===== config.mk =====
export PLATFORM = sky130hd
export DESIGN_NAME = csps_cordic
export DESIGN_NICKNAME = d
export VERILOG_FILES = /design/src/hdl/assert_macros.svh /design/src/hdl/csps_pkg.sv /design/src/hdl/csps_cordic.sv
export SDC_FILE = /design/constraint.sdc
export NUM_CORES = 1
export LEC_CHECK = 0
export ABC_CLOCK_PERIOD_IN_PS = 7960
export BUFFER_PORTS_ARGS = -buffer_cell sky130_fd_sc_hd__buf_2
export CAP_MARGIN = 30
export CORE_MARGIN = 1
export CORE_UTILIZATION = 64
export DETAILED_ROUTE_END_ITERATION = 12
export MAX_ROUTING_LAYER = met4
export PLACE_DENSITY = 0.93
export SLEW_MARGIN = 30
export SYNTH_ARGS = -nofsm -noshare
export SYNTH_HDL_FRONTEND = slang
export SYNTH_SLANG_ARGS = --single-unit
export TNS_END_PERCENT = 20

===== constraint.sdc =====
create_clock -name clk -period 7.96 [get_ports clk]
set_clock_uncertainty 0.1 [all_clocks]
set_input_delay 0.796 -clock clk [delete_from_list [all_inputs] [get_ports clk]]
set_output_delay 0.796 -clock clk [all_outputs]
set_load 0.05 [all_outputs]

===== src/hdl/assert_macros.svh =====
// Assertion macros shared by the curvature speed scheduler RTL.
// No dependencies; define ASSERT_OFF to compile the checks out.
`ifndef ASSERT_MACROS_SVH
`define ASSERT_MACROS_SVH
`ifndef ASSERT_OFF
// plain property, sampled on the rising clock edge, off while in reset
`define CSPS_ASSERT(lbl, clk, rstn, prop) \
  lbl: assert property (@(posedge clk) disable iff (!(rstn)) (prop)) \
    else $error("csps assertion failed");
// same-cycle implication
`define CSPS_ASSERT_IMP(lbl, clk, rstn, ante, cons) \
  lbl: assert property (@(posedge clk) disable iff (!(rstn)) (ante) |-> (cons)) \
    else $error("csps implication failed");
// next-cycle implication
`define CSPS_ASSERT_NXT(lbl, clk, rstn, ante, cons) \
  lbl: assert property (@(posedge clk) disable iff (!(rstn)) (ante) |=> (cons)) \
    else $error("csps next-cycle check failed");
`else
`define CSPS_ASSERT(lbl, clk, rstn, prop)
`define CSPS_ASSERT_IMP(lbl, clk, rstn, ante, cons)
`define CSPS_ASSERT_NXT(lbl, clk, rstn, ante, cons)
`endif
`endif


===== src/hdl/csps_pkg.sv =====
// Shared constants, codes and the CORDIC angle table for the speed scheduler.
// No dependencies.
package csps_pkg;

  localparam int PATH_DEPTH_DEF = 1024;

  // fixed-point constants, Q2.16 radians
  localparam int PI_Q16      = 205887;
  localparam int HALF_PI_Q16 = 102944;
  localparam int CORDIC_STEPS = 16;

  // widths
  localparam int IN_DW   = 176;  // 170 payload bits, byte padded
  localparam int OUT_DW  = 40;   // 37 payload bits, byte padded
  localparam int CFG_AW  = 2;
  localparam int CFG_DW  = 24;
  localparam int QW      = 34;   // atan2 operands
  localparam int CW_X    = 36;   // CORDIC x/y datapath
  localparam int ZW      = 20;   // CORDIC angle accumulator
  localparam int YAW_W   = 19;
  localparam int DIV_NW  = 40;   // dividend bits
  localparam int DIV_DW  = 33;   // divisor bits

  // register reset values
  localparam logic [19:0] MIN_SPEED_RST = 20'd6554;
  localparam logic [19:0] MAX_SPEED_RST = 20'd32768;
  localparam logic [23:0] MAX_CURV_RST  = 24'd196608;

  typedef enum logic [CFG_AW-1:0] {
    CFG_MIN_SPEED = 2'd0,
    CFG_MAX_SPEED = 2'd1,
    CFG_MAX_CURV  = 2'd2
  } cfg_idx_t;

  // atan(2^-i) in Q2.16
  function automatic logic signed [ZW-1:0] atan_tab(input logic [3:0] i);
    logic signed [ZW-1:0] v;
    case (i)
      4'd0:  v = 20'sd51472;
      4'd1:  v = 20'sd30386;
      4'd2:  v = 20'sd16055;
      4'd3:  v = 20'sd8150;
      4'd4:  v = 20'sd4091;
      4'd5:  v = 20'sd2047;
      4'd6:  v = 20'sd1024;
      4'd7:  v = 20'sd512;
      4'd8:  v = 20'sd256;
      4'd9:  v = 20'sd128;
      4'd10: v = 20'sd64;
      4'd11: v = 20'sd32;
      4'd12: v = 20'sd16;
      4'd13: v = 20'sd8;
      4'd14: v = 20'sd4;
      4'd15: v = 20'sd2;
      default: v = 20'sd0;
    endcase
    return v;
  endfunction

endpackage


===== src/hdl/csps_cordic.sv =====
// Iterative vectoring CORDIC: yaw = atan2(num, den), one step per cycle.
// Depends on csps_pkg.
module csps_cordic import csps_pkg::*; (
  input  logic                    clk,
  input  logic                    rst_n,
  input  logic                    go,
  input  logic signed [QW-1:0]    num,
  input  logic signed [QW-1:0]    den,
  output logic                    done,
  output logic signed [YAW_W-1:0] yaw
);

  logic signed [CW_X-1:0] x_r, y_r, xs, ys, x0, y0;
  logic signed [ZW-1:0]   z_r, z_step;
  logic [3:0]             it_r;
  logic                   busy_r, done_r;
  logic signed [YAW_W-1:0] yaw_r;

  assign x0 = CW_X'(den);
  assign y0 = CW_X'(num);
  assign xs = x_r >>> it_r;
  assign ys = y_r >>> it_r;
  assign z_step = (y_r >= 0) ? z_r + atan_tab(it_r) : z_r - atan_tab(it_r);

  always_ff @(posedge clk) begin
    if (!rst_n) begin
      busy_r <= 1'b0;
      done_r <= 1'b0;
    end else begin
      done_r <= 1'b0;
      if (go) begin
        it_r <= '0;
        if (num == '0 && den == '0) begin
          yaw_r  <= '0;
          done_r <= 1'b1;
        end else begin
          busy_r <= 1'b1;
          if (x0 < 0) begin
            // pre-rotate into the right half plane
            if (y0 >= 0) begin
              x_r <= y0;  y_r <= -x0;  z_r <= ZW'(HALF_PI_Q16);
            end else begin
              x_r <= -y0; y_r <= x0;   z_r <= -ZW'(HALF_PI_Q16);
            end
          end else begin
            x_r <= x0; y_r <= y0; z_r <= '0;
          end
        end
      end else if (busy_r) begin
        if (y_r >= 0) begin
          x_r <= x_r + ys; y_r <= y_r - xs;
        end else begin
          x_r <= x_r - ys; y_r <= y_r + xs;
        end
        z_r  <= z_step;
        it_r <= it_r + 4'd1;
        if (it_r == 4'(CORDIC_STEPS - 1)) begin
          busy_r <= 1'b0;
          done_r <= 1'b1;
          if (z_step > ZW'(PI_Q16))       yaw_r <= YAW_W'(PI_Q16);
          else if (z_step < -ZW'(PI_Q16)) yaw_r <= -YAW_W'(PI_Q16);
          else                            yaw_r <= YAW_W'(z_step);
        end
      end
    end
  end

  assign done = done_r;
  assign yaw  = yaw_r;

endmodule


==> results.md <==
- Most used cell, CP: a21oi_1
- Chip Width: around 170 um
- HPWL after detailed placement: 46200 um
- Synth warn: 0
- Fmax achieved: 136 MHz
- Routed WL: 61900 um
- Worst path cell trace: buf_4 -> mux2_2 -> o22a_1 -> o221ai_1 -> a31oi_1 -> a2111oi_2 -> a21oi_1 -> xnor2_1 -> ha_1 -> a21oi_1 -> o221a_2 -> o21ai_0 -> a21oi_1 -> o21ai_0 -> a41oi_1 -> a21oi_1 -> and4b_1 -> or4_1
- RSZ-0062 raised after global routing: false
- Max VDD drop: between 0.2 and 0.25 mV
- First-pass GRT wire length: about 94000 um
- CP top delay family: compound AO/OA/AOI/OAI gates
- H-Tree Depth: 4
- Post-synthesis async set-or-reset flop share: 0%
- DR iter-0 viols: a little under 3000
- Seq cells post-synth: around 130
- Vias per cell: between 7 and 8
- Fin area: between 15000 and 20000 um2
- Max clock buf depth: 2
- EDFF count, synth: 115
- Pwr Density: 281 nW/um2
- CP endpoint kind: flop
- Vias: 19400
- Synthesized cell area: between 15000 and 20000 um2
- Total die area: 29400 um2
- Max FO, Critical Path: 63
- CTS tree: yes
- Area contributors post-synth: edfxtp_1 (19%), ha_1 (7.0%), o21ai_0 (6.2%)
- DR DRC count: 0
- Fraction of layout cells with a size suffix above 1: 11.6%
- # setup viols final: 0
- Net Count, Synth: 2469
- Congestion Overflow GR: 0
- Num CTS Buffers: 17
- Die height: 171 um
- Worst hold path class: reg2reg
- Yosys top cell by area: edfxtp_1
- Final net count: 2470
- Outcome: finished, final reports clean
- Root Buffer: clkbuf_16
- Synthesized instance count: 2292
- CP max stage delay: 0.91 ns
- Number of global-route vias before repair: 17000
- Slowest-stage cell, CP: edfxtp_1
- Critical path startpoint category: flop
- Max Cap Viol: 0
- Router iterations before antenna repair: 6
- Crit path time final: 7.34 ns
- Port bufs: 90
- Final Hold Fails: 0
- Largest net degree at the start of global routing: 113
- Leak pwr: 7.64 nW
- Max transition margin: 40.7%
- Area share of the largest cell type after synthesis: 18.8%
- Total clock sinks: 133
- Dominant synthesized flop cell: edfxtp_1
- Most common cell after layout, fill and taps aside: nand2_1
- Wire per inst: ~23 um
- Setup TNS: 0 ns
- Req. time, crit path: 8.05 ns
- I/O pin total: 91
- Hold Buf Count CTS: 0
- WP data arrival: roughly 7.4 ns
- Setup bufs post-CTS: 0
- Crit path buf inv count: 1
- Initial antenna violation count: 2
- Post-cts sizing count: 0
- Later-pin clock latency in the skew report: around 0.45 ns
- Post-DP Area: 19000 um2
- Core area: 28000 um2
- Yosys cell types: 93
- Period utilization: 92.2%
- ANT nets after route: 0
- Most frequent cells in the layout: nand2_1 (233), o21ai_0 (227), a21oi_1 (161), nor2_1 (158), edfxtp_1 (115)
- Syn_area_per_cell: approximately 8.0 um2
- Worst-margin pin slew: 0.888 ns
- Layout area overhead: 6.55%
- Routability Congestion: 1.04
- FILL cells: approximately 2200
- Core Rows: 61
- Starting Density: between 60% and 70%
- Clk slew on worst S/H paths: 0.06 ns
- Critical path class: reg2reg
- Slew Viols, Final: 0
- Total track usage: 42.7%
- Sequential-to-total area share from yosys stat: 20.7%
-- layer usage --
| metal | GRT usage, % | part of all wire (%) | vias to the layer above | wire [um] |
|---|---|---|---|---|
| met4 | 10.9 | 2.3 | 0 | 1440 |
| met5 | - | 0 | - | 0 |
| met2 | 59.4 | 41 | 1554 | 25400 |
| met1 | 60.6 | 40 | 8947 | 24900 |
| met3 | 11.6 | 16 | 176 | 10100 |
| li1 | - | - | 8681 | - |
-- worst reg2reg max path, stage by stage (launching register included) --
cell       delay (ns)
edfxtp_1         0.91
buf_4            0.75
mux2_2           0.48
o22a_1           0.21
o221ai_1         0.17
a31oi_1          0.20
a2111oi_2        0.80
a21oi_1          0.19
xnor2_1          0.32
ha_1             0.39
a21oi_1          0.33
o221a_2          0.23
o21ai_0          0.09
a21oi_1          0.36
o21ai_0          0.31
a41oi_1          0.38
a21oi_1          0.16
and4b_1          0.21
or4_1            0.49
-- cells in the mapped netlist, types with 46 or more instances --
cell,count
nand2_1,233
o21ai_0,227
a21oi_1,161
nor2_1,159
edfxtp_1,115
xnor2_1,107
ha_1,103
clkbuf_1,94
mux2i_1,91
xor2_1,89
o211ai_1,66
inv_1,60
nand3_1,49
nor3_1,46
-- worst paths after layout --
check / from / to / slack (ns) / cells after the start
setup reg to reg: it_r[0] / x_r[34] / 0.62 / 18
hold reg to reg: busy_r / busy_r / 0.47 / 2
hold / removal: busy_r / busy_r / 0.47 / 2
setup / recovery: it_r[0] / x_r[34] / 0.62 / 18
-- power by group --
| group | internal, mW | switching, mW |
|---|---|---|
| Clock | 0.493 | 0.324 |
| Combinational | 1.37 | 2.16 |
| Sequential | 0.954 | 0.219 |
| Total | 2.81 | 2.70 |
-- cell type report --
cell class / instances / area (um2) / share of cell area [%]
timing repair buffer: 122 / 732 / 3.74
inverter: 61 / 229 / 1.17
multi-input combinational: 1958 / 13800 / 70.2
tap: 378 / 473 / 2.41
antenna: 1 / 2.50 / 0.0128
sequential: 133 / 3810 / 19.5
clock buffer: 20 / 437 / 2.23
clock inverter: 12 / 153 / 0.779
-- stage by stage --
stage               std cells  utilization, %  setup WS (ns)  hold slack, ns  power (mW)
finish                   2685            69.9          0.619           0.468        5.51
global route             2685            69.9          0.201           0.510        5.78
CTS                      2683            69.8          0.835           0.476        5.32
global placement         2651            67.7          0.959           0.424        4.36
floorplan                2292               -          0.769           0.392        3.60
detailed placement       2651            67.7          0.858           0.462        4.46
-- cell families (layout without fill, tap and decap cells) --
kind of cell             after synthesis  after routing  share of synthesized area (%)
AND/OR/NAND/NOR                      699            699                           18.5
other                                  0              1                              0
XOR/XNOR                             197            197                           9.46
AO/OA/AOI/OAI                        783            783                           27.3
multiplexers                         171            171                           12.0
buffers and inverters                201            215                           4.58
adder cells (fa/ha/maj)              108            108                           7.44
flip-flops                           133            133                           20.7
Power figures use the tool's default switching activity.
