===== src/hdl/assert_macros.svh =====
// Assertion macros shared by the curvature speed scheduler RTL.
// No dependencies; define ASSERT_OFF to compile the checks out.
`ifndef ASSERT_MACROS_SVH
`define ASSERT_MACROS_SVH
`ifndef ASSERT_OFF
// plain property, sampled on the rising clock edge, off while in reset
`define CSPS_ASSERT(lbl, clk, rstn, prop) \
  lbl: assert property (@(posedge clk) disable iff (!(rstn)) (prop)) \
    else $error("csps assertion failed");
// same-cycle implication
`define CSPS_ASSERT_IMP(lbl, clk, rstn, ante, cons) \
  lbl: assert property (@(posedge clk) disable iff (!(rstn)) (ante) |-> (cons)) \
    else $error("csps implication failed");
// next-cycle implication
`define CSPS_ASSERT_NXT(lbl, clk, rstn, ante, cons) \
  lbl: assert property (@(posedge clk) disable iff (!(rstn)) (ante) |=> (cons)) \
    else $error("csps next-cycle check failed");
`else
`define CSPS_ASSERT(lbl, clk, rstn, prop)
`define CSPS_ASSERT_IMP(lbl, clk, rstn, ante, cons)
`define CSPS_ASSERT_NXT(lbl, clk, rstn, ante, cons)
`endif
`endif


===== src/hdl/csps_pkg.sv =====
// Shared constants, codes and the CORDIC angle table for the speed scheduler.
// No dependencies.
package csps_pkg;

  localparam int PATH_DEPTH_DEF = 1024;

  // fixed-point constants, Q2.16 radians
  localparam int PI_Q16      = 205887;
  localparam int HALF_PI_Q16 = 102944;
  localparam int CORDIC_STEPS = 16;

  // widths
  localparam int IN_DW   = 176;  // 170 payload bits, byte padded
  localparam int OUT_DW  = 40;   // 37 payload bits, byte padded
  localparam int CFG_AW  = 2;
  localparam int CFG_DW  = 24;
  localparam int QW      = 34;   // atan2 operands
  localparam int CW_X    = 36;   // CORDIC x/y datapath
  localparam int ZW      = 20;   // CORDIC angle accumulator
  localparam int YAW_W   = 19;
  localparam int DIV_NW  = 40;   // dividend bits
  localparam int DIV_DW  = 33;   // divisor bits

  // register reset values
  localparam logic [19:0] MIN_SPEED_RST = 20'd6554;
  localparam logic [19:0] MAX_SPEED_RST = 20'd32768;
  localparam logic [23:0] MAX_CURV_RST  = 24'd196608;

  typedef enum logic [CFG_AW-1:0] {
    CFG_MIN_SPEED = 2'd0,
    CFG_MAX_SPEED = 2'd1,
    CFG_MAX_CURV  = 2'd2
  } cfg_idx_t;

  // atan(2^-i) in Q2.16
  function automatic logic signed [ZW-1:0] atan_tab(input logic [3:0] i);
    logic signed [ZW-1:0] v;
    case (i)
      4'd0:  v = 20'sd51472;
      4'd1:  v = 20'sd30386;
      4'd2:  v = 20'sd16055;
      4'd3:  v = 20'sd8150;
      4'd4:  v = 20'sd4091;
      4'd5:  v = 20'sd2047;
      4'd6:  v = 20'sd1024;
      4'd7:  v = 20'sd512;
      4'd8:  v = 20'sd256;
      4'd9:  v = 20'sd128;
      4'd10: v = 20'sd64;
      4'd11: v = 20'sd32;
      4'd12: v = 20'sd16;
      4'd13: v = 20'sd8;
      4'd14: v = 20'sd4;
      4'd15: v = 20'sd2;
      default: v = 20'sd0;
    endcase
    return v;
  endfunction

endpackage


===== src/hdl/csps_sqrt.sv =====
// Bit-serial integer square root of a 64-bit value, one root bit per cycle.
// Depends on csps_pkg.
module csps_sqrt import csps_pkg::*; (
  input  logic        clk,
  input  logic        rst_n,
  input  logic        go,
  input  logic [63:0] n,
  output logic        done,
  output logic [31:0] root
);

  logic [63:0] n_r;
  logic [33:0] rem_r;
  logic [31:0] root_r;
  logic [4:0]  it_r;
  logic        busy_r, done_r;
  logic [35:0] r2, t2;

  assign r2 = {rem_r, n_r[63:62]};
  assign t2 = {2'b00, root_r, 2'b01};

  always_ff @(posedge clk) begin
    if (!rst_n) begin
      busy_r <= 1'b0;
      done_r <= 1'b0;
    end else begin
      done_r <= 1'b0;
      if (go) begin
        n_r    <= n;
        rem_r  <= '0;
        root_r <= '0;
        it_r   <= '0;
        busy_r <= 1'b1;
      end else if (busy_r) begin
        n_r <= {n_r[61:0], 2'b00};
        if (r2 >= t2) begin
          rem_r  <= 34'(r2 - t2);
          root_r <= {root_r[30:0], 1'b1};
        end else begin
          rem_r  <= r2[33:0];
          root_r <= {root_r[30:0], 1'b0};
        end
        it_r <= it_r + 5'd1;
        if (it_r == 5'd31) begin
          busy_r <= 1'b0;
          done_r <= 1'b1;
        end
      end
    end
  end

  assign done = done_r;
  assign root = root_r;

endmodule


===== config.mk =====
export PLATFORM = sky130hd
export DESIGN_NAME = csps_sqrt
export DESIGN_NICKNAME = d
export VERILOG_FILES = /design/src/hdl/assert_macros.svh /design/src/hdl/csps_pkg.sv /design/src/hdl/csps_sqrt.sv
export SDC_FILE = /design/constraint.sdc
export NUM_CORES = 1
export LEC_CHECK = 0
export ABC_AREA = 1
export BUFFER_PORTS_ARGS = -buffer_cell sky130_fd_sc_hd__buf_2
export CAP_MARGIN = 30
export CORE_MARGIN = 1
export CORE_UTILIZATION = 54
export DETAILED_ROUTE_END_ITERATION = 7
export GPL_TIMING_DRIVEN = 0
export PLACE_DENSITY = 0.78
export SYNTH_ARGS = -nofsm -noshare
export SYNTH_HDL_FRONTEND = slang
export SYNTH_SLANG_ARGS = --single-unit

===== constraint.sdc =====
create_clock -name clk -period 8.2 [get_ports clk]
set_input_delay 0.82 -clock clk [delete_from_list [all_inputs] [get_ports clk]]
set_output_delay 0.82 -clock clk [all_outputs]
set_load 0.02 [all_outputs]

==> results of run 1 <==
## final cells by class
cell class / instances / share of cell area (%)
Clock inverter: 13 / 2.16
Timing Repair Buffer: 104 / 6.16
Sequential cell: 137 / 40.8
Buffer: 28 / 1.50
Inverter: 163 / 6.10
Tap cell: 211 / 2.63
Clock buffer: 18 / 4.28
Multi-Input combinational cell: 798 / 36.4
## power by group
group          internal [mW]  total [mW]  switching [mW]  leakage, nW
logic                  0.178       0.494           0.317         3.54
clock network          0.543       0.854           0.311        0.311
registers              0.841       0.864          0.0234         1.33
total                   1.56        2.21           0.651         5.18
## metrics by stage
step	power, mW	setup WS [ps]	utilization (%)	instance area, sq um	TNS, ps
2_1_floorplan	1.24	11.5	-	8490	0
3_3_place_gp	1.37	-2850	60.6	9250	-386460
3_5_place_dp	1.37	5210	61.5	9390	0
4_1_cts	2.22	5660	65.7	10000	0
5_1_grt	2.32	5520	65.7	10000	0
6_report	2.21	5680	65.7	10000	0
## metal layers
metal	global-route usage, %	share of wire (%)	up-vias
met5	0	0	-
met4	8.12	1.6	0
met3	5.32	4.9	24
met2	43.2	48	166
met1	31.5	46	3130
li1	-	-	3726
## cells in the final DEF, fill, tap and decap left out, types with 3 or more instances in the layout
cell type / instances
inv_1: 161
xnor2_1: 17
a21oi_1: 20
nor2_1: 117
o21bai_1: 3
and2_1: 4
nand2_1: 520
and3_1: 3
nand3b_1: 11
buf_16: 3
clkbuf_16: 17
o21ai_0: 4
inv_6: 3
buf_12: 4
buf_2: 103
bufinv_16: 5
clkbuf_1: 20
nor2_2: 25
ha_1: 36
edfxtp_1: 135
nand3_1: 20
nor3_1: 4
## worst max-delay path, cell delays in order
cell and delay (ps):
buf_2 110, inv_2 100, clkbuf_1 270, a21oi_4 660, buf_16 240, buf_16 190, buf_12 200
## cells by family after synthesis
| logic type | share of synthesized area, % |
|---|---|
| AOI/OAI and AO/OA | 2.08 |
| buffers and inverters | 8.97 |
| adders and majority gates | 5.30 |
| DFF | 48.2 |
| and+or+nand+nor | 33.6 |
| xor gates and xnor gates | 1.86 |
## worst paths after layout
kind / from / to / cells after the start
worst max-delay path: go / root[16] / 7
worst min-delay path: n_r[29] / n_r[31] / 2
worst max register to register: rem_r[23] / rem_r[11] / 11
worst min register to register: n_r[29] / n_r[31] / 2
## state kept, by name (all words and copies together) (netlist names)
signal and flops:
n_r 64, rem_r 34, root 32, it_r 5
busy_r 1, done 1
==> flow_metrics.env, run 1 <==
export IMPL_drv_cap=0
export IMPL_period_needed_ps=2520
export IMPL_synth_distinct_cells=32
export IMPL_vias_per_cell=4.79
export IMPL_synth_area_sq_um=8490
export IMPL_htreeDepth=4
export IMPL_finalSetupViolCount=0
export IMPL_synthFlopType="edfxtp_1"
export IMPL_layout_nets=1352
export IMPL_leakagePower_nw=5.18
export IMPL_placedCellCount=1441
export IMPL_cts_setup_buffers=0
export IMPL_cts_sinks=137
export IMPL_synth_top_area_share_pct=47.7
export IMPL_syn_nets=1229
export IMPL_cts_tree="done"
export IMPL_routedWlPerCell_um=12.9
export IMPL_rows=45
export IMPL_die_area_sq_um=16200
export IMPL_synth_seq_cells=137
export IMPL_core_area_sq_um=15300
export IMPL_ys_top_cells_by_area="edfxtp_1 (48%), nand2_1 (23%), inv_1 (7.1%)"
export IMPL_clk_latency_ps=430
export IMPL_final_layout_size_suffix_gt1_share_pct=13.6
export IMPL_synth_seq_area_share_pct=48.2
export IMPL_rsz0062_at_grt="no"
export IMPL_fp_dieH_um=127
export IMPL_syn_to_final_growth_pct=18.1
export IMPL_vdd_drop_max_uv=154
export IMPL_globalplace_congestion=0.990
export IMPL_num_io_pins=100
export IMPL_path_class="in -> reg"
export IMPL_first_pass_iters=5
export IMPL_initial_core_util_pct=55.7
export IMPL_hold_buffers=0
export IMPL_avgSynthCellArea_sq_um=7.54
export IMPL_drv_slew=0
export IMPL_hold_viol=0
export IMPL_dp_hpwl_um=14600
export IMPL_track_usage_pct=25.1
export IMPL_grt_pass1_vias=6780
export IMPL_whs_ps=510
export IMPL_regArea_sq_um=4090
export IMPL_via_count=7046
export IMPL_ys_top_cells_by_count="nand2_1 (520), inv_1 (161), edfxtp_1 (135)"
export IMPL_multi_input_area_sq_um=3650
export IMPL_cts_root_buf="clkbuf_16"
export IMPL_crit_required_ps=8320
export IMPL_grt_max_degree=31
export IMPL_grt_overflow_total=0
export IMPL_path_max_fanout=30
export IMPL_yosysWarnings=0
export IMPL_cp_start_kind="input pin"
export IMPL_min_path_type="reg -> reg"
export IMPL_ys_async_sr_fraction_pct=0
export IMPL_cts_resized_gates=0
export IMPL_crit_arrival_ps=2630
export IMPL_cts_buffer_depth=2
export IMPL_drc=0
export IMPL_synth_edf_count=135
export IMPL_drtIter0Drc=293
export IMPL_fin_skew_ps=11.4
export IMPL_status="completed"
export IMPL_syn_inst=1126
export IMPL_io_buffer_count=99
export IMPL_n_antenna_cell=0
export IMPL_antenna_found_initial=0
export IMPL_drt_total_wl_um=19000
export IMPL_yosysTopAreaCell="edfxtp_1"
export IMPL_p_per_area_nw_per_um2=221
export IMPL_clkSlewWorstSetupHoldPaths_ps=60
export IMPL_ant_nets=0
export IMPL_dieWidth_um=127
export IMPL_numCtsBuffers=17
export IMPL_fmax_mhz=397
export IMPL_relSlewSlack_pct=40.7
export IMPL_fillers=1346
export IMPL_period_share_pct=30.7
export IMPL_cp_end_kind="flip-flop"
export IMPL_yosys_cell_count_top_type="nand2_1"
export IMPL_worst_slew_pin_slew_ps=890
export IMPL_ff2ff_setup_slack_ps=5790
export IMPL_fin_cells=1472
export IMPL_grt_pass1_wl_um=31600
Power figures use the tool's default switching activity.
==> run 2, diff against run 1 <==
--- a/config.mk
+++ b/config.mk
@@ -9,10 +9,10 @@
 export BUFFER_PORTS_ARGS = -buffer_cell sky130_fd_sc_hd__buf_2
 export CAP_MARGIN = 30
 export CORE_MARGIN = 1
-export CORE_UTILIZATION = 54
+export CORE_UTILIZATION = 59
 export DETAILED_ROUTE_END_ITERATION = 7
 export GPL_TIMING_DRIVEN = 0
-export PLACE_DENSITY = 0.78
+export PLACE_DENSITY = 0.81
 export SYNTH_ARGS = -nofsm -noshare
 export SYNTH_HDL_FRONTEND = slang
 export SYNTH_SLANG_ARGS = --single-unit
==> constraint.sdc (replaced) <==
create_clock -name clk -period 2.5 [get_ports clk]
set_input_delay 0.25 -clock clk [delete_from_list [all_inputs] [get_ports clk]]
set_output_delay 0.25 -clock clk [all_outputs]
set_load 0.02 [all_outputs]
==> run 2 against run 1 <==
  * Clock power grew to 2.8 times the previous value
  * Critical endpoint is now rem_r[28]
  * Wire length grew 4.5%
  * Register-to-register slack lost 5700 ps
  * Via count grew 2.6%
  * Cell area grew 0.66%
  * Largest cell class unchanged
  * Sequential share of layout area shrank 0.27 points
  * Combinational power grew to 3.4 times the previous value
  * Flip-flop and latch count is the same
==> flow_metrics.env, run 2 (synthesized netlist as in run 1, its figures left out) <==
export IMPL_ant_nets=0
export IMPL_leakagePower_nw=5.17
export IMPL_critPathSlowestCell="edfxtp_1"
export IMPL_fin_setup_tns_ps=0
export IMPL_grt_pass1_wl_um=32300
export IMPL_wl_met3_um=1240
export IMPL_drtIter0Drc=521
export IMPL_critPathBufInv=1
export IMPL_fin_util_pct=72.5
export IMPL_core_area_sq_um=13900
export IMPL_cp_end_kind="flip-flop"
export IMPL_cp_start_kind="flip-flop"
export IMPL_numCtsBuffers=17
export IMPL_path_class="reg -> reg"
export IMPL_dp_hpwl_um=14500
export IMPL_drv_cap=0
export IMPL_antenna_found_initial=0
export IMPL_fin_skew_ps=9.84
export IMPL_fmax_mhz=420
export IMPL_whs_path_depth=3
export IMPL_final_layout_size_suffix_gt1_share_pct=15.3
export IMPL_io_buffer_count=99
export IMPL_drc=0
export IMPL_finalPower_mw=6.96
export IMPL_crit_required_ps=2690
export IMPL_wl_met1_um=8310
export IMPL_cts_buffer_depth=2
export IMPL_crit_cells=11
export IMPL_dieWidth_um=122
export IMPL_track_usage_pct=28.7
export IMPL_fp_dieH_um=122
export IMPL_vdd_drop_max_uv=569
export IMPL_syn_to_final_growth_pct=18.9
export IMPL_first_pass_iters=5
export IMPL_n_antenna_cell=0
export IMPL_period_needed_ps=2380
export IMPL_p_per_area_nw_per_um2=690
export IMPL_initial_core_util_pct=60.9
export IMPL_path_cells="ha_1, nand2_1, nor2_2, nand2_1, nor2_1, nand4_1, nand4_4, buf_4, nand2_1, nand2_1, nor2_1"
export IMPL_drv_slew=0
export IMPL_critPathMaxStageDelay_ps=420
export IMPL_hold_viol=0
export IMPL_clk_latency_ps=440
export IMPL_cts_root_buf="clkbuf_16"
export IMPL_critPathTopFamily="simple AND/OR/NAND/NOR gates"
export IMPL_via_count=7230
export IMPL_grt_overflow_total=0
export IMPL_grt_pass1_vias=6926
export IMPL_whs_ps=78.4
export IMPL_finalSetupViolCount=0
export IMPL_grt_max_degree=32
export IMPL_rows=43
export IMPL_final_common_cell="nand2_1"
export IMPL_regMostFlops="n_r"
export IMPL_worst_slew_pin_slew_ps=890
export IMPL_route_met2_wl_um=9860
export IMPL_relSlewSlack_pct=40.7
export IMPL_min_path_type="in -> reg"
export IMPL_cts_tree="done"
export IMPL_dr_max_layer_used="met4"
export IMPL_crit_arrival_ps=2570
export IMPL_hold_buffers=0
export IMPL_num_io_pins=100
export IMPL_routedWlPerCell_um=13.8
export IMPL_cts_sinks=137
export IMPL_layout_common_cells="nand2_1 (517), inv_1 (159), edfxtp_1 (135)"
export IMPL_period_share_pct=95.3
export IMPL_path_common_cell="nand2_1"
export IMPL_placed_area_sq_um=9370
export IMPL_clkSlewWorstSetupHoldPaths_ps=70
export IMPL_die_area_sq_um=14900
export IMPL_path_max_fanout=10
export IMPL_status="completed"
export IMPL_layout_nets=1354
export IMPL_drt_total_wl_um=19900
export IMPL_globalplace_congestion=0.952
export IMPL_largest_reg_flops=64
export IMPL_design_area_sq_um=10100
export IMPL_vias_per_cell=5.01
export IMPL_htreeDepth=4
export IMPL_reg2reg_depth=11
## run 2: cell types whose count changed in the layout (fill, tap and decap cells not counted), moves of 4 or more
cell       previous run  this run
ha_1                 36        26
ha_2                  0         4
buf_4                 0         4
ha_4                  0         6
bufinv_16             5         0
## run 2: report_power, final
part / switching, mW / internal (mW)
logic: 1.07 / 0.628
registers: 0.0841 / 2.76
clock network: 1.12 / 1.31
## run 2: layout make-up
type                       count  area (sq um)
buffer                        28           183
clock buffer                  17           425
clock inverter                15           135
fill                        1113          3840
inverter                     163           624
multi-input combinational    798          3770
sequential                   137          4090
tap                          180           225
timing repair buffer         106           643
## run 2: path summary, 6_finish.rpt
| kind | start | endpoint | slack (ps) |
|---|---|---|---|
| setup / recovery | rem_r[15] | rem_r[28] | 120 |
| hold / removal | n[42] | n_r[42] | 80 |
| hold reg to reg | n_r[53] | n_r[55] | 510 |
| setup reg to reg | rem_r[15] | rem_r[28] | 120 |
## run 2: per-layer routing
metal / global-route usage (%) / vias up
met1: 35.2 / 3259
met4: 10.5 / 0
met2: 49.3 / 216
met5: 0 / -
li1: - / 3728
met3: 6.74 / 27
## run 2: timing repair
action,4_1_cts,5_1_grt
gates resized for setup,0,30
setup buffers,0,1
endpoints found under the setup margin,0,30
## run 2: worst min-delay path, delay by kind of cell
family	cells	cell delay, ps
buffers and inverters	1	70
and+or+nand+nor	2	90
## run 2: metrics by stage
| step | cells | setup slack, ps |
|---|---|---|
| floorplan | 1126 | -592 |
| global placement | 1405 | -1650 |
| detailed placement | 1410 | 75.6 |
| CTS | 1442 | 52.4 |
| global route | 1444 | -20.4 |
| finish | 1444 | 117 |
