**src/hdl/assert_macros.svh**
```systemverilog
// Assertion macros shared by the curvature speed scheduler RTL.
// No dependencies; define ASSERT_OFF to compile the checks out.
`ifndef ASSERT_MACROS_SVH
`define ASSERT_MACROS_SVH
`ifndef ASSERT_OFF
// plain property, sampled on the rising clock edge, off while in reset
`define CSPS_ASSERT(lbl, clk, rstn, prop) \
  lbl: assert property (@(posedge clk) disable iff (!(rstn)) (prop)) \
    else $error("csps assertion failed");
// same-cycle implication
`define CSPS_ASSERT_IMP(lbl, clk, rstn, ante, cons) \
  lbl: assert property (@(posedge clk) disable iff (!(rstn)) (ante) |-> (cons)) \
    else $error("csps implication failed");
// next-cycle implication
`define CSPS_ASSERT_NXT(lbl, clk, rstn, ante, cons) \
  lbl: assert property (@(posedge clk) disable iff (!(rstn)) (ante) |=> (cons)) \
    else $error("csps next-cycle check failed");
`else
`define CSPS_ASSERT(lbl, clk, rstn, prop)
`define CSPS_ASSERT_IMP(lbl, clk, rstn, ante, cons)
`define CSPS_ASSERT_NXT(lbl, clk, rstn, ante, cons)
`endif
`endif

```
**src/hdl/csps_pkg.sv**
```systemverilog
// Shared constants, codes and the CORDIC angle table for the speed scheduler.
// No dependencies.
package csps_pkg;

  localparam int PATH_DEPTH_DEF = 1024;

  // fixed-point constants, Q2.16 radians
  localparam int PI_Q16      = 205887;
  localparam int HALF_PI_Q16 = 102944;
  localparam int CORDIC_STEPS = 16;

  // widths
  localparam int IN_DW   = 176;  // 170 payload bits, byte padded
  localparam int OUT_DW  = 40;   // 37 payload bits, byte padded
  localparam int CFG_AW  = 2;
  localparam int CFG_DW  = 24;
  localparam int QW      = 34;   // atan2 operands
  localparam int CW_X    = 36;   // CORDIC x/y datapath
  localparam int ZW      = 20;   // CORDIC angle accumulator
  localparam int YAW_W   = 19;
  localparam int DIV_NW  = 40;   // dividend bits
  localparam int DIV_DW  = 33;   // divisor bits

  // register reset values
  localparam logic [19:0] MIN_SPEED_RST = 20'd6554;
  localparam logic [19:0] MAX_SPEED_RST = 20'd32768;
  localparam logic [23:0] MAX_CURV_RST  = 24'd196608;

  typedef enum logic [CFG_AW-1:0] {
    CFG_MIN_SPEED = 2'd0,
    CFG_MAX_SPEED = 2'd1,
    CFG_MAX_CURV  = 2'd2
  } cfg_idx_t;

  // atan(2^-i) in Q2.16
  function automatic logic signed [ZW-1:0] atan_tab(input logic [3:0] i);
    logic signed [ZW-1:0] v;
    case (i)
      4'd0:  v = 20'sd51472;
      4'd1:  v = 20'sd30386;
      4'd2:  v = 20'sd16055;
      4'd3:  v = 20'sd8150;
      4'd4:  v = 20'sd4091;
      4'd5:  v = 20'sd2047;
      4'd6:  v = 20'sd1024;
      4'd7:  v = 20'sd512;
      4'd8:  v = 20'sd256;
      4'd9:  v = 20'sd128;
      4'd10: v = 20'sd64;
      4'd11: v = 20'sd32;
      4'd12: v = 20'sd16;
      4'd13: v = 20'sd8;
      4'd14: v = 20'sd4;
      4'd15: v = 20'sd2;
      default: v = 20'sd0;
    endcase
    return v;
  endfunction

endpackage

```
**src/hdl/csps_div.sv**
```systemverilog
// Restoring unsigned divider, one quotient bit per cycle.
// Depends on csps_pkg; shared by curvature and normalization.
module csps_div import csps_pkg::*; (
  input  logic              clk,
  input  logic              rst_n,
  input  logic              go,
  input  logic [DIV_NW-1:0] num,
  input  logic [DIV_DW-1:0] den,
  output logic              done,
  output logic [DIV_NW-1:0] quo
);

  localparam int ITW = $clog2(DIV_NW);

  logic [DIV_NW-1:0] q_r;
  logic [DIV_DW-1:0] rem_r, den_r;
  logic [ITW-1:0]    it_r;
  logic              busy_r, done_r;
  logic [DIV_DW:0]   r;

  assign r = {rem_r, q_r[DIV_NW-1]};

  always_ff @(posedge clk) begin
    if (!rst_n) begin
      busy_r <= 1'b0;
      done_r <= 1'b0;
    end else begin
      done_r <= 1'b0;
      if (go) begin
        q_r    <= num;
        den_r  <= den;
        rem_r  <= '0;
        it_r   <= '0;
        busy_r <= 1'b1;
      end else if (busy_r) begin
        if (r >= {1'b0, den_r}) begin
          rem_r <= DIV_DW'(r - {1'b0, den_r});
          q_r   <= {q_r[DIV_NW-2:0], 1'b1};
        end else begin
          rem_r <= r[DIV_DW-1:0];
          q_r   <= {q_r[DIV_NW-2:0], 1'b0};
        end
        it_r <= it_r + ITW'(1);
        if (it_r == ITW'(DIV_NW - 1)) begin
          busy_r <= 1'b0;
          done_r <= 1'b1;
        end
      end
    end
  end

  assign done = done_r;
  assign quo  = q_r;

endmodule
```
**config.mk**
```make
export PLATFORM = sky130hd
export DESIGN_NAME = csps_div
export DESIGN_NICKNAME = d
export VERILOG_FILES = /design/src/hdl/assert_macros.svh /design/src/hdl/csps_pkg.sv /design/src/hdl/csps_div.sv
export SDC_FILE = /design/constraint.sdc
export NUM_CORES = 1
export LEC_CHECK = 0
export BUFFER_PORTS_ARGS = -buffer_cell sky130_fd_sc_hd__buf_2
export CELL_PAD_IN_SITES_DETAIL_PLACEMENT = 0
export CELL_PAD_IN_SITES_GLOBAL_PLACEMENT = 1
export CORE_ASPECT_RATIO = 0.5
export CORE_UTILIZATION = 40
export DETAILED_ROUTE_END_ITERATION = 10
export PLACE_DENSITY = 0.85
export SLEW_MARGIN = 30
export SYNTH_ARGS = -nofsm -noshare
export SYNTH_HDL_FRONTEND = slang
export SYNTH_SLANG_ARGS = --single-unit
```
**constraint.sdc**
```tcl
create_clock -name clk -period 3.1 [get_ports clk]
set_clock_uncertainty 0.05 [all_clocks]
set_input_delay 0.155 -clock clk [delete_from_list [all_inputs] [get_ports clk]]
set_output_delay 0.155 -clock clk [all_outputs]
set_load 0.02 [all_outputs]
```
==> results of run 1 <==
[layer usage]
layer | GRT usage (%) | vias to the layer above | wire [um]
li1 | - | 2465 | -
met1 | 25.6 | 2372 | 7330
met2 | 30.6 | 138 | 6910
met3 | 5.08 | 19 | 847
met4 | 5.88 | 0 | 191
met5 | 0 | - | 0
[report_power, final]
part	switching, uW	internal, uW	total (uW)
clock	736	1180	1920
sequential	61.4	1860	1920
combinational	691	645	1340
total	1490	3690	5170
[cell usage after synthesis (2+ instances only)]
cell type  number
mux2_2         40
o221a_2         2
a21oi_1        36
o211ai_1        2
o31ai_1         5
nand4b_1        3
and4_1          2
o21a_1          5
xnor2_1        25
a311o_1         2
nor3_1          6
ha_1           34
nand3_1        11
o21ai_0        12
a21oi_2         2
and3_1          6
mux2i_1        25
or2_2           2
and2_1          2
nor2_1         57
nand2_1        19
a21o_1         15
xor2_1          7
clkbuf_1       18
o31a_1          3
a211oi_1        7
nor2b_1         5
dfxtp_1         2
buf_6           3
nand4_1         5
a31oi_1         3
inv_1          49
o21bai_1        7
edfxtp_1      112
[worst max path at each step]
stage,endpoint,slack [ns],cells after the start
2_1_floorplan,quo[0],-0.20,13
3_3_place_gp,rem_r[32],-0.03,14
3_5_place_dp,rem_r[26],-0.12,14
4_1_cts,rem_r[14],-0.13,14
5_1_grt,rem_r[22],-0.31,14
6_report,rem_r[14],-0.14,14
[metrics by stage]
stage / power (uW) / std cells / TNS (ns) / hold WS, ns
after floorplan: 2810 / 555 / -5.02 / 0.204
after detailed placement: 3160 / 894 / -3.34 / 0.283
after CTS: 5170 / 996 / -3.05 / 0.00234
after global placement: 3130 / 894 / -0.460 / 0.281
final: 5170 / 999 / -3.67 / 0.0167
after global routing: 5420 / 999 / -8.73 / 0.00755
[flip-flops by register name, indices dropped and copies added (netlist names)]
register and count:
done 1, quo 40, it_r 6, den_r 33
rem_r 33, busy_r 1
[layout make-up]
| class | instances | share of cell area, % |
|---|---|---|
| clock buffers | 19 | 4.90 |
| clock inverters | 13 | 1.54 |
| multi-input cells | 369 | 32.4 |
| repair buffers | 214 | 17.5 |
| flip-flops and latches | 114 | 38.5 |
| inverters | 49 | 2.08 |
| well taps | 221 | 3.13 |
[worst reg2reg max path: stages (launching register included)]
cell and delay (ns):
edfxtp_1 0.38, inv_1 0.08, ha_2 0.18, inv_2 0.04, fa_2 0.36, a21oi_4 0.15
o211ai_1 0.10, a311o_1 0.29, a21o_1 0.20, a311oi_4 0.34, and3_4 0.25, o21ai_4 0.11
buf_12 0.21, mux2i_1 0.15, nor2_1 0.06
[cell families after synthesis]
family / after synthesis / synth area share [%]
buffers and inverters: 72 / 4.56
AND/OR/NAND/NOR: 120 / 8.49
multiplexers: 65 / 10.8
adder cells (fa/ha/maj): 35 / 6.85
AO/OA/AOI/OAI: 117 / 12.6
flip-flops: 114 / 52.4
XOR/XNOR: 32 / 4.31
[what timing repair did]
| item | 4_1_cts | 5_1_grt |
|---|---|---|
| setup buffers | 3 | 2 |
| cloned | 0 | 1 |
| resized for setup | 3 | 8 |
| endpoints found under the hold margin | 67 | 0 |
| setup endpoints to repair | 34 | 34 |
| pin swaps | 3 | 5 |
| hold buffers | 67 | 0 |
==> flow_metrics.py, run 1 <==
metrics = {
    "sta": {
        "period_share_pct": 105,
        "grt_setup_unrepaired": "true",
        "finalHoldViolations": 0,
        "fin_crit_ns": 3.24,
        "tightest_slew_ns": 0.933,
        "setup_violations": 34,
        "maximum_clock_frequency_mhz": 308,
        "timing.final.ws_setup_ns": -0.144,
        "timing.slew.headroom_pct": 37.8,
        "report.final.slew_viol_count": 0,
    },
    "route": {
        "drtAntennaViolNets": 0,
        "detail_route.drc_violations": 0,
        "dr.pass1.iters": 5,
        "drt_iter0_markers": 247,
        "drt-wirelength-per-cell_um": 15.3,
        "vias": 4994,
        "routed_via_density": 5.00,
        "postRouteWirelength_mm": 15.3,
    },
    "synthesis": {
        "number_of_enable_type_register_cells_in_the_synthesized_netlist": 112,
        "yosys_most_used_dff": "edfxtp_1",
        "synth_nets": 666,
        "synth_cell_type_count": 55,
        "yosysSeqAreaShare_pct": 52.4,
        "yosysTopAreaCell": "edfxtp_1",
        "synth.ff_latch_count": 114,
        "postSynthAreaPerCell_um2": 11.7,
        "post-synth-top-area-fraction_pct": 51.7,
        "synth.area.top_cells": "edfxtp_1 (52%), mux2_2 (6.9%), ha_1 (6.5%), mux2i_1 (3.8%), xnor2_1 (3.4%)",
        "ys_async_sr_fraction_pct": 0,
        "netlist_area_mm2": 0.00650,
        "synthesis.instances": 555,
        "synthesis.yosys.warnings": 0,
    },
    "grt": {
        "grt_first_pass_wirelength_mm": 25.3,
        "grt_use_total_pct": 19.2,
        "gr-total-overflow": 0,
        "grt_start_max_net_pins": 80,
        "number_of_antenna_violations_at_the_first_check_in_global_routing": 0,
        "grt_pass1_vias": 5119,
    },
    "worst_setup_path": {
        "timing.critical_path.to_type": "flip-flop",
        "worst_r2r_path_depth": 14,
        "critical_path_arrival_ns": 3.31,
        "reg2reg_to": "rem_r[14]",
        "ff2ff_setup_slack_ns": -0.14,
        "cell_with_the_largest_stage_delay_on_the_worst_path": "edfxtp_1",
        "cp.required_ns": 3.17,
        "crit_buf_inv": 3,
        "path_class": "flip-flop to flip-flop",
        "cp-start-kind": "flip-flop",
        "slowest_delay_ns": 0.38,
        "timing.critical_path.max_delay_family": "compound AO/OA/AOI/OAI gates",
        "worstPathMaxFanout": 19,
        "crit_path_start": "quo[39]",
        "crit-reg2reg-launch": "quo[39]",
        "timing.critical_path.cells": "inv_1 -> ha_2 -> inv_2 -> fa_2 -> a21oi_4 -> o211ai_1 -> a311o_1 -> a21o_1 -> a311oi_4 -> and3_4 -> o21ai_4 -> buf_12 -> mux2i_1 -> nor2_1",
    },
    "cts": {
        "clock_insertion_delay_worst_skew_ns": 0.42,
        "clock_tree_from_tritoncts": "built",
        "clock_tree.root_cell": "clkbuf_16",
        "numClockSinks": 114,
        "tritoncts.num_buffers": 17,
        "cts-htree-levels": 4,
        "max-clock-path-buffers": 2,
        "clk_pin_slew_ns": 0.06,
    },
    "finish": {
        "utilization_pct": 56.5,
        "layout_commonest_cell": "buf_2",
        "multiInputGateArea_mm2": 0.00286,
        "num-fill-cells": 1350,
        "final_std_cell_area_no_fill_mm2": 0.00884,
        "nNetsFinal": 876,
        "n_antenna_cell": 0,
        "syn2layout_area_growth_pct": 36.0,
        "ff_latch_area_mm2": 0.00340,
        "drive_gt1_share_pct": 30.8,
        "layout.cells.most_common_list": "buf_2 (116), edfxtp_1 (112), dlygate4sd3_1 (67), nor2_1 (54), inv_1 (48)",
    },
    "flow_run": {
        "cap_viol_max_count": 0,
    },
    "die": {
        "fp-row-count": 32,
        "die-height_um": 92.1,
        "die_x_um": 182,
        "dieArea_mm2": 0.0168,
        "io_pins": 117,
        "design.core.area_mm2": 0.0157,
        "floorplan.initialDensity_pct": 41.5,
    },
    "place": {
        "detailedPlacementHpwl_mm": 9.96,
        "place_worst_setup_slack_ns": -0.123,
        "placement.io_buffers": 116,
        "gp_congestion": 0.875,
        "dpl_cell_area_mm2": 0.00750,
    },
    "pwr": {
        "power.ir.vdd_worst_mv": 0.361,
        "power-per-cell-area_mw_per_mm2": 585,
        "p_leak_uw": 0.00374,
    },
    "hold_path": {
        "worstHoldPathType": "input port to flip-flop",
        "timing.hold.worst_path_depth": 2,
        "min_to": "quo[0]",
        "beginning_of_the_worst_hold_path": "num[0]",
    },
    "outcome": {
        "failed_checks": "negative setup slack",
        "status": "finished, violations left",
    },
}
No activity file was read; power rests on OpenSTA's default activity.
==> run 2: changes to the inputs <==
- CTS_BUF_LIST: not set -> sky130_fd_sc_hd__clkbuf_8
- SLEW_MARGIN: 30 -> not set
==> run 2 against run 1 <==
Compared with the run above:
- the flow still finishes with violations (negative setup slack)
- global-route usage increased by 0.094 points
- clock power decreased by 29%
- count of clock-buffer cells in the layout fell by 2
- core utilization fell by 1.1 points
- critical endpoint unchanged
- critical path type unchanged
- largest cell class unchanged
==> flow_metrics.py, run 2 (synthesized netlist as in run 1, its figures left out) <==
metrics = {
    "outcome": {
        "status": "finished, violations left",
        "failed_checks": "negative setup slack",
    },
    "sta": {
        "fin_crit_ns": 3.24,
        "tightest_slew_ns": 0.943,
        "report.final.slew_viol_count": 0,
        "setup_violations": 34,
        "timing.final.ws_setup_ns": -0.143,
        "period_share_pct": 105,
        "maximum_clock_frequency_mhz": 308,
        "grt_setup_unrepaired": "true",
        "timing.slew.headroom_pct": 37.1,
        "finalHoldViolations": 0,
    },
    "place": {
        "dpl_cell_area_mm2": 0.00750,
        "placement.io_buffers": 116,
        "detailedPlacementHpwl_mm": 9.96,
        "post-place-cells": 894,
        "gp_congestion": 0.875,
    },
    "finish": {
        "num-fill-cells": 1364,
        "final_std_cell_area_no_fill_mm2": 0.00867,
        "utilization_pct": 55.4,
        "stdcell_count": 1003,
        "nNetsFinal": 880,
        "n_antenna_cell": 0,
        "layout.cells.most_common_list": "buf_2 (116), edfxtp_1 (112), dlygate4sd3_1 (73), nor2_1 (54), inv_1 (50)",
        "layout_commonest_cell": "buf_2",
        "syn2layout_area_growth_pct": 33.4,
        "drive_gt1_share_pct": 30.3,
        "largest_reg_flops": 40,
    },
    "cts": {
        "clock_tree_from_tritoncts": "built",
        "clock_insertion_delay_worst_skew_ns": 0.44,
        "numClockSinks": 114,
        "max-clock-path-buffers": 2,
        "clock_tree.root_cell": "clkbuf_8",
        "clk_pin_slew_ns": 0.08,
        "tritoncts.num_buffers": 17,
        "cts-htree-levels": 4,
    },
    "hold_path": {
        "beginning_of_the_worst_hold_path": "rst_n",
        "worstHoldPathType": "input port to flip-flop",
        "timing.hold.worst_path_depth": 2,
        "min_to": "done",
    },
    "die": {
        "die-height_um": 92.1,
        "dieArea_mm2": 0.0168,
        "die_x_um": 182,
        "fp-row-count": 32,
        "floorplan.initialDensity_pct": 41.5,
        "io_pins": 117,
        "design.core.area_mm2": 0.0157,
    },
    "grt": {
        "grt_pass1_vias": 5206,
        "grt_start_max_net_pins": 80,
        "gr-total-overflow": 0,
        "grt_use_met3_pct": 5.12,
        "number_of_antenna_violations_at_the_first_check_in_global_routing": 0,
        "grt_use_total_pct": 19.3,
        "grt_util_met1_pct": 25.6,
        "grt_first_pass_wirelength_mm": 25.4,
        "grt.busiest_layer": "met2",
        "gr-usage-met2_pct": 31.0,
    },
    "worst_setup_path": {
        "timing.critical_path.to_type": "flip-flop",
        "worstPathMaxFanout": 19,
        "critical_path_cell_count": 14,
        "timing.critical_path.cells": "inv_1 -> ha_2 -> inv_2 -> fa_2 -> a21oi_4 -> o211ai_1 -> a311o_1 -> a21o_1 -> a311oi_4 -> and3_4 -> o21ai_4 -> buf_12 -> mux2i_1 -> nor2_1",
        "ff2ff_setup_slack_ns": -0.14,
        "reg2reg_to": "rem_r[14]",
        "cp.required_ns": 3.18,
        "cell_with_the_largest_stage_delay_on_the_worst_path": "edfxtp_1",
        "slowest_delay_ns": 0.39,
        "cp-start-kind": "flip-flop",
        "worst_r2r_path_depth": 14,
        "timing.critical_path.max_delay_family": "compound AO/OA/AOI/OAI gates",
        "path_class": "flip-flop to flip-flop",
        "crit_buf_inv": 3,
        "critical_path_arrival_ns": 3.33,
        "crit-reg2reg-launch": "quo[39]",
    },
    "route": {
        "routed_via_density": 5.00,
        "detail_route.drc_violations": 0,
        "drt_iter0_markers": 223,
        "postRouteWirelength_mm": 15.1,
        "drt-wirelength-per-cell_um": 15.1,
        "drtAntennaViolNets": 0,
        "vias": 5016,
        "dr.pass1.iters": 5,
    },
    "pwr": {
        "design_power_total_uw": 4600,
        "power-per-cell-area_mw_per_mm2": 531,
        "p_leak_uw": 0.00367,
        "power.ir.vdd_worst_mv": 0.390,
    },
    "flow_run": {
        "cap_viol_max_count": 0,
    },
}
## run 2: area by class of cell
cell class                      count  area (um2)  share of cell area [%]
Clock buffer                       17         234                    2.70
Sequential cell                   114        3400                    39.3
Timing Repair Buffer              218        1570                    18.1
Multi-Input combinational cell    369        2860                    33.0
Clock inverter                     15         144                    1.66
Tap cell                          221         277                    3.19
Inverter                           49         184                    2.12
## run 2: repair_timing
item,in CTS,in global routing
resized for setup,3,6
gates cloned,0,0
pin swaps,3,5
endpoints found under the setup margin,34,34
buffers inserted,3,1
hold buffers,73,0
hold endpoints to repair,73,0
## run 2: power by group
| group | internal, uW | total, uW | switching, uW |
|---|---|---|---|
| Combinational | 636 | 1320 | 684 |
| Sequential | 1860 | 1920 | 60.7 |
| Clock | 706 | 1360 | 658 |
| Total | 3200 | 4600 | 1400 |
## run 2: worst max-delay path by stage
| stage | from | to | slack [ns] |
|---|---|---|---|
| global placement | quo[39] | rem_r[32] | -0.03 |
| floorplan | quo[39] | quo[0] | -0.20 |
| global route | quo[39] | rem_r[22] | -0.32 |
| detailed placement | quo[39] | rem_r[26] | -0.12 |
| CTS | quo[39] | rem_r[14] | -0.13 |
| finish | quo[39] | rem_r[14] | -0.14 |
## run 2: per-stage QoR
step                      setup WS [ns]  setup TNS (ns)  hold WS [ns]
final                            -0.143           -3.62        0.0167
after global routing             -0.324           -9.40       0.00631
after CTS                        -0.133           -3.22       0.00745
after detailed placement         -0.123           -3.34         0.283
after global placement          -0.0335          -0.460         0.281
after floorplan                  -0.202           -5.02         0.204
## run 2: routing by layer
| metal | vias up | routed length (um) |
|---|---|---|
| met5 | - | 0 |
| met4 | 0 | 197 |
| met3 | 19 | 841 |
| met2 | 160 | 6840 |
| met1 | 2360 | 7250 |
| li1 | 2477 | - |
==> run 3: changes to the inputs <==
- PLACE_DENSITY: 0.85 -> 0.82
- clock period: 3.1 -> 3.3 ns (I/O delays scaled with it)
==> run 3 against run 2 <==
Compared with the run above:
- setup slack better by 0.18 ns
- non-clock buffer count is 12 lower
- fmax is 0.59% lower
- sequential share of layout area is 0.097 points higher
- hold slack better by 0.35 ns
- clock power is 9.6% higher
- count of clock-buffer cells in the layout stayed put
- largest cell class unchanged
- sequential power is 6% lower
- via count is 1.2% lower
- first-iteration DRC count is 33% higher
- the flow now finishes without violations
==> flow_metrics.py, run 3 (synthesized netlist as in run 1, its figures left out) <==
metrics = {
    "route": {
        "dr.pass1.iters": 5,
        "routed_via_density": 5.00,
        "drt_iter0_markers": 296,
        "detail_route.drc_violations": 0,
        "vias": 4956,
        "postRouteWirelength_mm": 15.2,
        "drt-wirelength-per-cell_um": 15.3,
        "drtAntennaViolNets": 0,
    },
    "die": {
        "fp-row-count": 32,
        "floorplan.initialDensity_pct": 41.5,
        "die_x_um": 182,
        "die-height_um": 92.1,
        "io_pins": 117,
        "design.core.area_mm2": 0.0157,
        "dieArea_mm2": 0.0168,
    },
    "grt": {
        "grt_use_total_pct": 19.0,
        "gr-total-overflow": 0,
        "grt_first_pass_wirelength_mm": 24.7,
        "grt_start_max_net_pins": 80,
        "grt_pass1_vias": 5140,
        "number_of_antenna_violations_at_the_first_check_in_global_routing": 0,
    },
    "place": {
        "detailedPlacementHpwl_mm": 9.80,
        "placement.io_buffers": 116,
        "gp_congestion": 0.842,
    },
    "worst_setup_path": {
        "path_class": "flip-flop to flip-flop",
        "cp-start-kind": "flip-flop",
        "critical_path_arrival_ns": 3.38,
        "ff2ff_setup_slack_ns": 0.04,
        "worst_r2r_path_depth": 14,
        "cp.required_ns": 3.41,
        "crit-reg2reg-launch": "quo[39]",
        "cell_with_the_largest_stage_delay_on_the_worst_path": "edfxtp_1",
        "slowest_delay_ns": 0.39,
        "timing.critical_path.cells": "inv_1 -> ha_2 -> inv_2 -> fa_2 -> a21oi_2 -> o211ai_1 -> a311o_1 -> a21o_1 -> a311oi_4 -> and3_4 -> o21ai_4 -> clkbuf_16 -> mux2i_1 -> nor2_1",
        "timing.critical_path.to_type": "flip-flop",
        "worstPathMaxFanout": 13,
        "reg2reg_to": "rem_r[29]",
    },
    "finish": {
        "largest_reg_flops": 40,
        "syn2layout_area_growth_pct": 33.1,
        "drive_gt1_share_pct": 29.0,
        "layout.cells.most_common_list": "buf_2 (116), edfxtp_1 (112), dlygate4sd3_1 (74), nor2_1 (54), inv_1 (49)",
        "layout_commonest_cell": "buf_2",
        "utilization_pct": 55.2,
        "multiInputGateArea_mm2": 0.00284,
        "n_antenna_cell": 0,
        "ff_latch_area_mm2": 0.00340,
        "num-fill-cells": 1372,
        "nNetsFinal": 868,
    },
    "sta": {
        "setup-tns-final_ns": 0,
        "timing.slew.headroom_pct": 35.8,
        "report.final.slew_viol_count": 0,
        "tightest_slew_ns": 0.964,
        "grt_setup_unrepaired": "true",
        "maximum_clock_frequency_mhz": 306,
        "setup_violations": 0,
        "period_share_pct": 98.9,
        "fin_crit_ns": 3.26,
        "finalHoldViolations": 0,
    },
    "pwr": {
        "power_report.internal_total_uw": 3150,
        "p_switching_uw": 1340,
        "p_seq_share_pct": 40.1,
        "share_clk_of_total_power_pct": 33.1,
        "design_power_total_uw": 4490,
        "p_leak_uw": 0.00366,
        "power_switching_share_pct": 29.9,
        "power.ir.vdd_worst_mv": 0.313,
        "comb_power_share_pct": 26.8,
        "power-per-cell-area_mw_per_mm2": 519,
    },
    "hold_path": {
        "worstHoldPathType": "input port to flip-flop",
        "timing.hold.worst_path_depth": 2,
        "beginning_of_the_worst_hold_path": "den[4]",
        "min_to": "den_r[4]",
    },
    "cts": {
        "cts-htree-levels": 4,
        "clock_tree_from_tritoncts": "built",
        "max-clock-path-buffers": 2,
        "clk_pin_slew_ns": 0.08,
        "numClockSinks": 114,
        "clock_insertion_delay_worst_skew_ns": 0.45,
        "tritoncts.num_buffers": 17,
        "clock_tree.root_cell": "clkbuf_8",
    },
    "outcome": {
        "status": "finished clean",
    },
    "flow_run": {
        "cap_viol_max_count": 0,
    },
}
-- run 3: cell types whose count changed in the layout (fill, tap and decap cells not counted), moves of 2 or more --
| cell | previous run | this run |
|---|---|---|
| a21oi_4 | 2 | 0 |
| buf_4 | 25 | 12 |
| clkbuf_16 | 0 | 2 |
| a21oi_2 | 1 | 3 |
| bufinv_16 | 2 | 4 |
| clkinvlp_4 | 4 | 1 |
| clkinv_2 | 4 | 0 |
| clkinv_4 | 1 | 5 |
-- run 3: layer usage --
metal | GRT usage, % | part of all wire (%)
met5 | 0 | 0
met2 | 30.2 | 45
met4 | 6.86 | 0.92
met1 | 24.3 | 48
met3 | 5.92 | 5.8
-- run 3: how the worst max path moves through the flow --
stage | from | endpoint | cells past startpoint
2_1_floorplan | quo[39] | quo[0] | 13
3_3_place_gp | quo[39] | rem_r[32] | 14
3_5_place_dp | quo[39] | rem_r[32] | 14
4_1_cts | quo[39] | quo[0] | 13
5_1_grt | quo[39] | rem_r[5] | 14
6_report | quo[39] | rem_r[29] | 14
-- run 3: power by group through the flow --
stage          clock network [uW]  logic [uW]  registers, uW
2_1_floorplan                   0         783           1860
3_3_place_gp                    0        1070           1830
3_5_place_dp                    0        1090           1830
4_1_cts                      1520        1160           1800
5_1_grt                      1580        1320           1820
6_report                     1490        1200           1800
-- run 3: worst max-delay path: cells and delay by family (launching register included) --
kind	cells	cell delay [ns]
simple gates	2	0.30
compound gates	6	1.20
flops	1	0.39
buf+inv	3	0.35
fa+ha+maj	2	0.54
mux	1	0.15
-- run 3: through the flow --
| stage | area (um2) | setup slack [ns] | hold WS (ns) | instances |
|---|---|---|---|---|
| 2_1_floorplan | 6520 | -0.00169 | 0.214 | 555 |
| 3_3_place_gp | 7370 | 0.0871 | 0.291 | 879 |
| 3_5_place_dp | 7370 | 0.000971 | 0.293 | 879 |
| 4_1_cts | 8570 | 0.0141 | 0.331 | 987 |
| 5_1_grt | 8650 | -0.112 | 0.328 | 991 |
| 6_report | 8650 | 0.0372 | 0.363 | 991 |
-- run 3: final cells by class --
| cell class | count | area share [%] |
|---|---|---|
| Clock buffer | 17 | 2.71 |
| Tap cell | 221 | 3.20 |
| Timing Repair Buffer | 206 | 17.4 |
| Multi-Input combinational cell | 369 | 32.9 |
| Clock inverter | 15 | 2.40 |
| Sequential cell | 114 | 39.4 |
| Inverter | 49 | 2.13 |
-- run 3: repair_timing --
action | CTS | global route
setup buffers | 2 | 2
resized for setup | 0 | 6
endpoints found under the hold margin | 74 | 0
pin swaps | 0 | 3
gates cloned | 0 | 2
hold buffers | 74 | 0
setup endpoints to repair | 3 | 34
